--- src/rtl/ole_pkg.sv ---
// Package for the ordered list engine: sizes, operation and status codes.
// Used by ole_cell and ordered_list_engine; depends on nothing.
package ole_pkg;

    localparam int Capacity = 64;
    localparam int IdxW     = $clog2(Capacity);
    localparam int CntW     = $clog2(Capacity + 1);
    localparam int ValW     = 32;

    typedef logic [3:0] func_t;
    localparam func_t FN_INS_HEAD  = 4'd0;
    localparam func_t FN_INS_TAIL  = 4'd1;
    localparam func_t FN_INS_POS   = 4'd2;
    localparam func_t FN_INS_AFTER = 4'd3;
    localparam func_t FN_INS_BEFOR = 4'd4;
    localparam func_t FN_DEL_HEAD  = 4'd5;
    localparam func_t FN_DEL_TAIL  = 4'd6;
    localparam func_t FN_EDIT      = 4'd7;
    localparam func_t FN_REVERSE   = 4'd8;
    localparam func_t FN_SORT      = 4'd9;
    localparam func_t FN_COUNT     = 4'd10;
    localparam func_t FN_READ_ALL  = 4'd11;

    typedef logic [1:0] status_t;
    localparam status_t ST_DONE    = 2'd0;
    localparam status_t ST_IGNORED = 2'd1;
    localparam status_t ST_FULL    = 2'd2;
    localparam status_t ST_UNKNOWN = 2'd3;

    // Row-wide command applied by every cell in the same cycle.
    typedef enum logic [2:0] {
        CC_HOLD,
        CC_INSERT,   // cells above sel take left neighbour, cell sel takes value
        CC_REMOVE,   // cells at or above sel take right neighbour
        CC_WRITE,    // cell sel takes value
        CC_ROTATE,   // cells below len-1 take right neighbour, cell len-1 takes the head
        CC_SWAP_EVEN,// odd-even sort phase, pairs (0,1),(2,3)...
        CC_SWAP_ODD  // pairs (1,2),(3,4)...
    } cell_cmd_t;

    typedef struct packed {
        cell_cmd_t         cmd;
        logic [IdxW-1:0]   sel;
        logic [CntW-1:0]   len;
        logic [ValW-1:0]   value;
    } cell_ctl_t;

endpackage

--- src/rtl/ole_cell.sv ---
// One list cell: holds one element and moves it to or from its neighbours.
// Depends on ole_pkg.
module ole_cell (
    input  logic                     aclk,
    input  ole_pkg::cell_ctl_t       ctl,
    input  logic [ole_pkg::IdxW-1:0] my_idx,
    input  logic [ole_pkg::ValW-1:0] left_val,
    input  logic [ole_pkg::ValW-1:0] right_val,
    input  logic [ole_pkg::ValW-1:0] head_val,
    output logic [ole_pkg::ValW-1:0] val
);
    import ole_pkg::*;

    logic [ValW-1:0] val_reg;
    logic [ValW-1:0] val_next;
    logic            lo_side;   // this cell is the lower of its sort pair
    logic            even_pair;
    logic [CntW-1:0] idx_w;
    logic [CntW-1:0] idx_up;

    assign val = val_reg;
    assign even_pair = (ctl.cmd == CC_SWAP_EVEN);
    assign lo_side = even_pair ? ~my_idx[0] : my_idx[0];
    assign idx_w  = CntW'(my_idx);
    assign idx_up = idx_w + CntW'(1);

    // Next value selected by the row command.
    always_comb begin
        val_next = val_reg;
        case (ctl.cmd)
            CC_INSERT: begin
                if (my_idx == ctl.sel) val_next = ctl.value;
                else if (my_idx > ctl.sel) val_next = left_val;
            end
            CC_REMOVE: begin
                if (my_idx >= ctl.sel) val_next = right_val;
            end
            CC_WRITE: begin
                if (my_idx == ctl.sel) val_next = ctl.value;
            end
            // Rotation of the first len cells; the head wraps to cell len-1.
            CC_ROTATE: begin
                if (idx_up < ctl.len) val_next = right_val;
                else if (idx_up == ctl.len) val_next = head_val;
            end
            CC_SWAP_EVEN, CC_SWAP_ODD: begin
                if (lo_side) begin
                    if (idx_up < ctl.len && $signed(val_reg) > $signed(right_val))
                        val_next = right_val;
                end else if (my_idx != '0 && idx_w < ctl.len) begin
                    if ($signed(left_val) > $signed(val_reg)) val_next = left_val;
                end
            end
            default: val_next = val_reg;
        endcase
    end

    always_ff @(posedge aclk) begin
        val_reg <= val_next;
    end

endmodule

--- config.mk ---
export PLATFORM = sky130hd
export DESIGN_NAME = ole_cell
export DESIGN_NICKNAME = d
export VERILOG_FILES = /design/src/rtl/ole_pkg.sv /design/src/rtl/ole_cell.sv
export SDC_FILE = /design/constraint.sdc
export NUM_CORES = 1
export LEC_CHECK = 0
export ABC_AREA = 1
export BUFFER_PORTS_ARGS = -buffer_cell sky130_fd_sc_hd__buf_2
export CAP_MARGIN = 15
export CELL_PAD_IN_SITES_DETAIL_PLACEMENT = 1
export CELL_PAD_IN_SITES_GLOBAL_PLACEMENT = 1
export CORE_MARGIN = 4
export CORE_UTILIZATION = 33
export CTS_BUF_LIST = sky130_fd_sc_hd__clkbuf_8
export CTS_CLUSTER_SIZE = 25
export DETAILED_ROUTE_END_ITERATION = 8
export HOLD_SLACK_MARGIN = 0.1
export PLACE_DENSITY = 0.84
export SETUP_SLACK_MARGIN = 0.4
export SKIP_LAST_GASP = 1
export SLEW_MARGIN = 15
export SYNTH_ARGS = -nofsm -noshare
export SYNTH_HDL_FRONTEND = slang
export SYNTH_SLANG_ARGS = --single-unit
--- constraint.sdc ---
create_clock -name aclk -period 2.9 [get_ports aclk]
set_clock_uncertainty 0.1 [all_clocks]
set_input_delay 0.145 -clock aclk [delete_from_list [all_inputs] [get_ports aclk]]
set_output_delay 0.145 -clock aclk [all_outputs]
set_load 0.01 [all_outputs]
# [Word-level counts from Yosys, hierarchy flattened]
# Cells that the tools add are included.
[classes] addsub=1 magnitude_cmp=6 n_eq_ne=15 muxes=12 bitwise_logic=1 reduce_logical=6
[op_table] cell="2-to-1 mux 32 bit" n=10
[op_table] cell="one-hot mux 32 bit (5 select lines)" n=1
[op_table] cell="greater-than comparator 32 bit" n=2
[op_table] cell="inequality test 3 bit (second input constant)" n=5
[op_table] cell="equality test 3 bit (second input constant)" n=3
[op_table] cell="AND reduction 8 bit" n=1
[op_table] cell="adder 6 x 1 -> 7 bit (second input constant)" n=1
[op_table] cell="equality test 7 bit" n=1
[op_table] cell="less-than comparator 6 x 7 -> 1 bit" n=1
[op_table] cell="less-than comparator 7 bit" n=1
[op_table] cell="equality test 3 x 2 -> 1 bit (second input constant)" n=2
[op_table] cell="equality test 6 bit" n=1
[op_table] cell=">= comparator 6 bit" n=1
[op_table] cell="greater-than comparator 6 bit" n=1
[op_table] cell="nonzero test 6 bit" n=1
[op_table] cell="nonzero test 5 bit" n=1
[op_table] cell="inequality test 2 bit (second input constant)" n=2
[op_table] cell="equality test 3 x 1 -> 1 bit (second input constant)" n=1
[op_table] cell="logical AND 1 bit" n=2
[op_table] cell="OR reduction 2 bit" n=1
[op_table] cell="2-to-1 mux 1 bit" n=1
[op_table] cell="inverter 1 bit" n=1
[totals] ff_bits=32 out_inout_bits=32 word_cells=42

# [Depth between registers and ports, before layout]
[depth] word_depth=6 depth_mapped=18 mapped_depth_nobuf=18

# [Worst setup path after synthesis]
# No wires, ideal clock.
[synth_timing] kind="input-to-reg" startpoint="in my_idx[0] in the netlist's numbering" endpoint="reg val_reg[0] (netlist: val[0]), enable pin" arrival_ns=2.397 required_time_ns=2.413 setup_slack_ns=0.017 path_stages=14 path_buffers=1 cell_sequence="ha_1 nand3_1 xor2_1 inv_1 ha_1 a21oi_1 nor2_1 a211oi_2 and2_1 buf_6 nor2_1 a21oi_1 nand2_1 inv_1"
[synth_via] elab_chain_cells=5 elab_cells_between_ends=20 classes_between="add/sub: 1; order compare: 4; eq/ne: 9; mux: 1; bitwise: 1; reduce/logical: 4"
[synth_rtl] item="start: declaration" line="ole_cell.sv:6" source="input logic [ole_pkg::IdxW-1:0] my_idx,"
[synth_rtl] item="adder 6 x 1 -> 7 bit" line="ole_cell.sv:25" source="assign idx_up = idx_w + CntW'(1);"
[synth_rtl] item="less-than comparator 7 bit" line="ole_cell.sv:43, ole_cell.sv:48"
[synth_rtl] item="logical AND 1 bit" line="ole_cell.sv:48" source="if (idx_up < ctl.len && $signed(val_reg) > $signed(right_val))"
[synth_rtl] item="inequality test 3 bit (no line)"
[synth_rtl] item="AND reduction 8 bit (no line) (*)"
[synth_rtl] item="end signal: assignment" line="ole_cell.sv:59" source="val_reg <= val_next;"
[synth_rtl] item="end: declaration" line="ole_cell.sv:14" source="logic [ValW-1:0] val_reg;"
# Mark *: on every way between the ends. The rest lies on a longest branch, timed or not.
# A chain may end at the register's enable or synchronous reset.

# [Final worst setup path]
[layout_timing] startpoint="reg val_reg[23] (netlist: val[23])" endpoint="reg val_reg[27] (netlist: val[27]), enable pin"
[layout_via] elab_chain_cells=4 elab_cells_between_ends=6 classes_between="order compare: 2; eq/ne: 2; reduce/logical: 2"
[layout_rtl] item="greater-than comparator 32 bit" line="ole_cell.sv:48"
[layout_rtl] item="logical AND 1 bit" line="ole_cell.sv:48"
[layout_rtl] item="inequality test 3 bit (no line)"
[layout_rtl] item="AND reduction 8 bit (no line) (*)"
# Marks and branches as above.

==> flow_summary_export.csv <==
group,metric,value,unit
route,drc,0,
setup_path,critPathRequiredTime,2860,ps
grt,grt_pass1_wl,32600,um
logic_synthesis,synth_nets,984,
setup_path,reg2reg_depth,13,
worst_hold_path,hold_depth,3,
finish,largest_register_ffs,32,
finish,area_growth,37.0,%
finish,stdcell_count,1165,
logic_synthesis,ys_ff_latch,32,
setup_path,path_buf_inv,2,
finish,layout.nets,1188,
setup_path,crit_chain,"ha_1 -> nand2_1 -> nor2_2 -> nand3b_1 -> nor2_1 -> nand2_1 -> nand2_1 -> nand2_1 -> nand3_1 -> nand3_2 -> nand2_2 -> clkinvlp_4 -> buf_12",
clock_network,insertion_delay,300,ps
timing,finalMaxSlewViolations,0,
power,ir_worst_vdd,0.000170,V
logic_synthesis,synth.cell_area,5270,um2
logic_synthesis,async_flop_share,0,
finish,postLayoutCoreUtil,0.468,
logic_synthesis,synth_edf_count,32,
worst_hold_path,min_to,"val[8]$_DFFE_PP_",
route,initialDrtViolationCount,251,
setup_path,worst_path_max_delay_cell,"edfxtp_1",
worst_hold_path,hold_path_startpoint,"ctl[8]",
logic_synthesis,muxShareOfSynthArea,0,
placement,placed_cells_incl_taps,1117,
logic_synthesis,synth_common_cells,"nand2_1 (174), inv_1 (134), o211ai_1 (87)",
setup_path,endpoint_kind,"flop",
floorplan,start_util,0.342,
logic_synthesis,avgSynthCellArea,7.05,um2
floorplan,die_w,134,um
floorplan,dieHeight,134,um
route,firstDrtPassIters,5,
logic_synthesis,yosysTopAreaCellShare,0.202,
logic_synthesis,synth_xor_area_frac,0.00664,
floorplan,design.die.area,18100,um2
setup_path,cp_max_fo,16,
logic_synthesis,yosys.area_share.simple,0.225,
logic_synthesis,ys_seq_area_frac,0.182,
setup_path,cp.arrival,2420,ps
clock_network,clk_path_buf_depth,2,
setup_path,max_stage_delay,420,ps
setup_path,r2r_start,"val[23]$_DFFE_PP_",
worst_hold_path,hold_class,"primary input to flop",
timing,worst_pin_slew,721,ps
route,detail-route-antenna-nets,0,
setup_path,cp_top_family,"simple AND/OR/NAND/NOR gates",
route,post_drt_wl_per_cell,17.9,um
clock_network,clkSinkCount,32,
grt,grt_usage,0.222,
floorplan,io_pins,183,
setup_path,r2r_end,"val[27]$_DFFE_PP_",
clock_network,clk_pin_slew,80,ps
timing,final_hold_viol_count,0,
timing,min_period,2460,ps
logic_synthesis,yosys_warnings,0,
power,power_density,339,nW/um2
grt,first_global_vias,6574,
route,totalWireLength,20900,um
clock_network,cts_buffers,5,
timing,grt_setup_unrepaired,"true",
setup_path,critPathMostFrequentCell,"nand2_1",
floorplan,core,15400,um2
finish,drive_gt1_frac,0.294,
route,vias,6170,
placement,dp_hpwl,15800,um
power,p_leak,3.66,nW
logic_synthesis,synth_most_common_cell,"nand2_1",
clock_network,tritoncts,"yes",
logic_synthesis,synth_top_family_by_area,"compound AO/OA/AOI/OAI gates",
timing,finalCritPeriodShare,0.848,
clock_network,cts-htree-levels,2,
setup_path,r2r_slack,440,ps
placement,place_congestion,0.837,
floorplan,rows,45,
grt,grt-ovfl-total,0,
logic_synthesis,synthTopCellsByArea,"ha_1 (20%), edfxtp_1 (18%), nand2_1 (12%)",
route,viasPerCell,5.30,
logic_synthesis,syn_inst,748,
logic_synthesis,synth_adder_area_share,0.202,
setup_path,critPathLaunchType,"flop",
job,maxCapViolations,0,
run_status,status,"completed",
logic_synthesis,synth_top_area_cell,"ha_1",
grt,antenna_found_initial,2,
setup_path,worstSetupPathType,"flop to flop",
timing,clock.fmax,0.407,GHz
logic_synthesis,ys.flop_type,"edfxtp_1",
timing,relSlewSlack,0.518,
logic_synthesis,ys_types,34,
clock_network,cts_root_buf,"clkbuf_8",
timing,setup_viol,0,
timing,finalSetupTns,0,ps
placement,port_buffers,182,
logic_synthesis,synth_compound_area_frac,0.250,
grt,grt_max_degree,65,
-- report_power, final --
group          leakage [nW]  internal (mW)  switching (mW)  total (mW)
Clock                0.0532          0.251           0.203       0.454
Sequential            0.307          0.608          0.0626       0.671
Combinational          3.30          0.559           0.764        1.32
-- routing by layer --
layer	vias up	GRT usage	routed length, um
met1	2913	0.284	8990
met3	33	0.0304	1150
met5	-	0	7
met4	2	0.0594	460
li1	3032	-	-
met2	190	0.393	10300
-- metrics by stage --
stage / worst slack (ps) / hold slack [ps] / power [mW] / cell area [um2]
after floorplan: 374 / 265 / 1.36 / 5320
after global placement: 312 / 376 / 1.79 / 6470
after detailed placement: 158 / 380 / 1.83 / 6470
after CTS: 409 / 102 / 2.33 / 6910
after global routing: 269 / 110 / 2.65 / 7220
final: 440 / 99.8 / 2.45 / 7220
-- cells by family (layout without fill, tap and decap cells) --
family          count (synthesis)  in the layout
simple gates                  272            272
compound gates                183            183
flops                          32             32
xor+xnor                        4              4
fa+ha+maj                      85             85
buf+inv                       172            377
other cells                     0              1
-- placed cells by master (no fill, tap or decap), types with 11 or more instances in the layout --
cell           instances
ha_1                  74
dlygate4sd3_1         32
buf_4                 13
nand4_1               40
a22oi_1               32
nor2_1                19
edfxtp_1              32
inv_1                129
o211ai_1              87
nand2_1              164
ha_4                  11
a21oi_1               24
buf_2                182
-- how the worst max path moves through the flow --
| stage | startpoint | to | slack, ps | cells past startpoint |
|---|---|---|---|---|
| 2_1_floorplan | my_idx[0] | val[0]$_DFFE_PP_ | 370 | 13 |
| 3_3_place_gp | my_idx[0] | val[28]$_DFFE_PP_ | 310 | 14 |
| 3_5_place_dp | my_idx[1] | val[9]$_DFFE_PP_ | 160 | 14 |
| 4_1_cts | val[27]$_DFFE_PP_ | val[3]$_DFFE_PP_ | 410 | 14 |
| 5_1_grt | val[23]$_DFFE_PP_ | val[12]$_DFFE_PP_ | 270 | 13 |
| 6_report | val[23]$_DFFE_PP_ | val[27]$_DFFE_PP_ | 440 | 13 |
-- area by class of cell --
| cell class | count | area (um2) |
|---|---|---|
| fill | 2000 | 8210 |
| multi-input combinational | 544 | 3930 |
| timing repair buffer | 233 | 1450 |
| sequential | 32 | 961 |
| inverter | 136 | 514 |
| tap | 211 | 264 |
| clock buffer | 5 | 68.8 |
| clock inverter | 3 | 37.5 |
| antenna | 1 | 2.50 |
-- worst min-delay path, stage by stage --
cell	delay [ps]
buf_2	90
a22oi_1	70
nand4_1	90
-- what timing repair did --
| action | CTS | global route |
|---|---|---|
| endpoints found under the hold margin | 24 | 0 |
| setup endpoints to repair | 32 | 49 |
| hold buffers | 32 | 0 |
| setup buffers | 0 | 6 |
| cloned | 0 | 1 |
| gates resized for setup | 3 | 51 |
| pin swaps | 0 | 6 |
No activity file was read; power rests on OpenSTA's default activity.
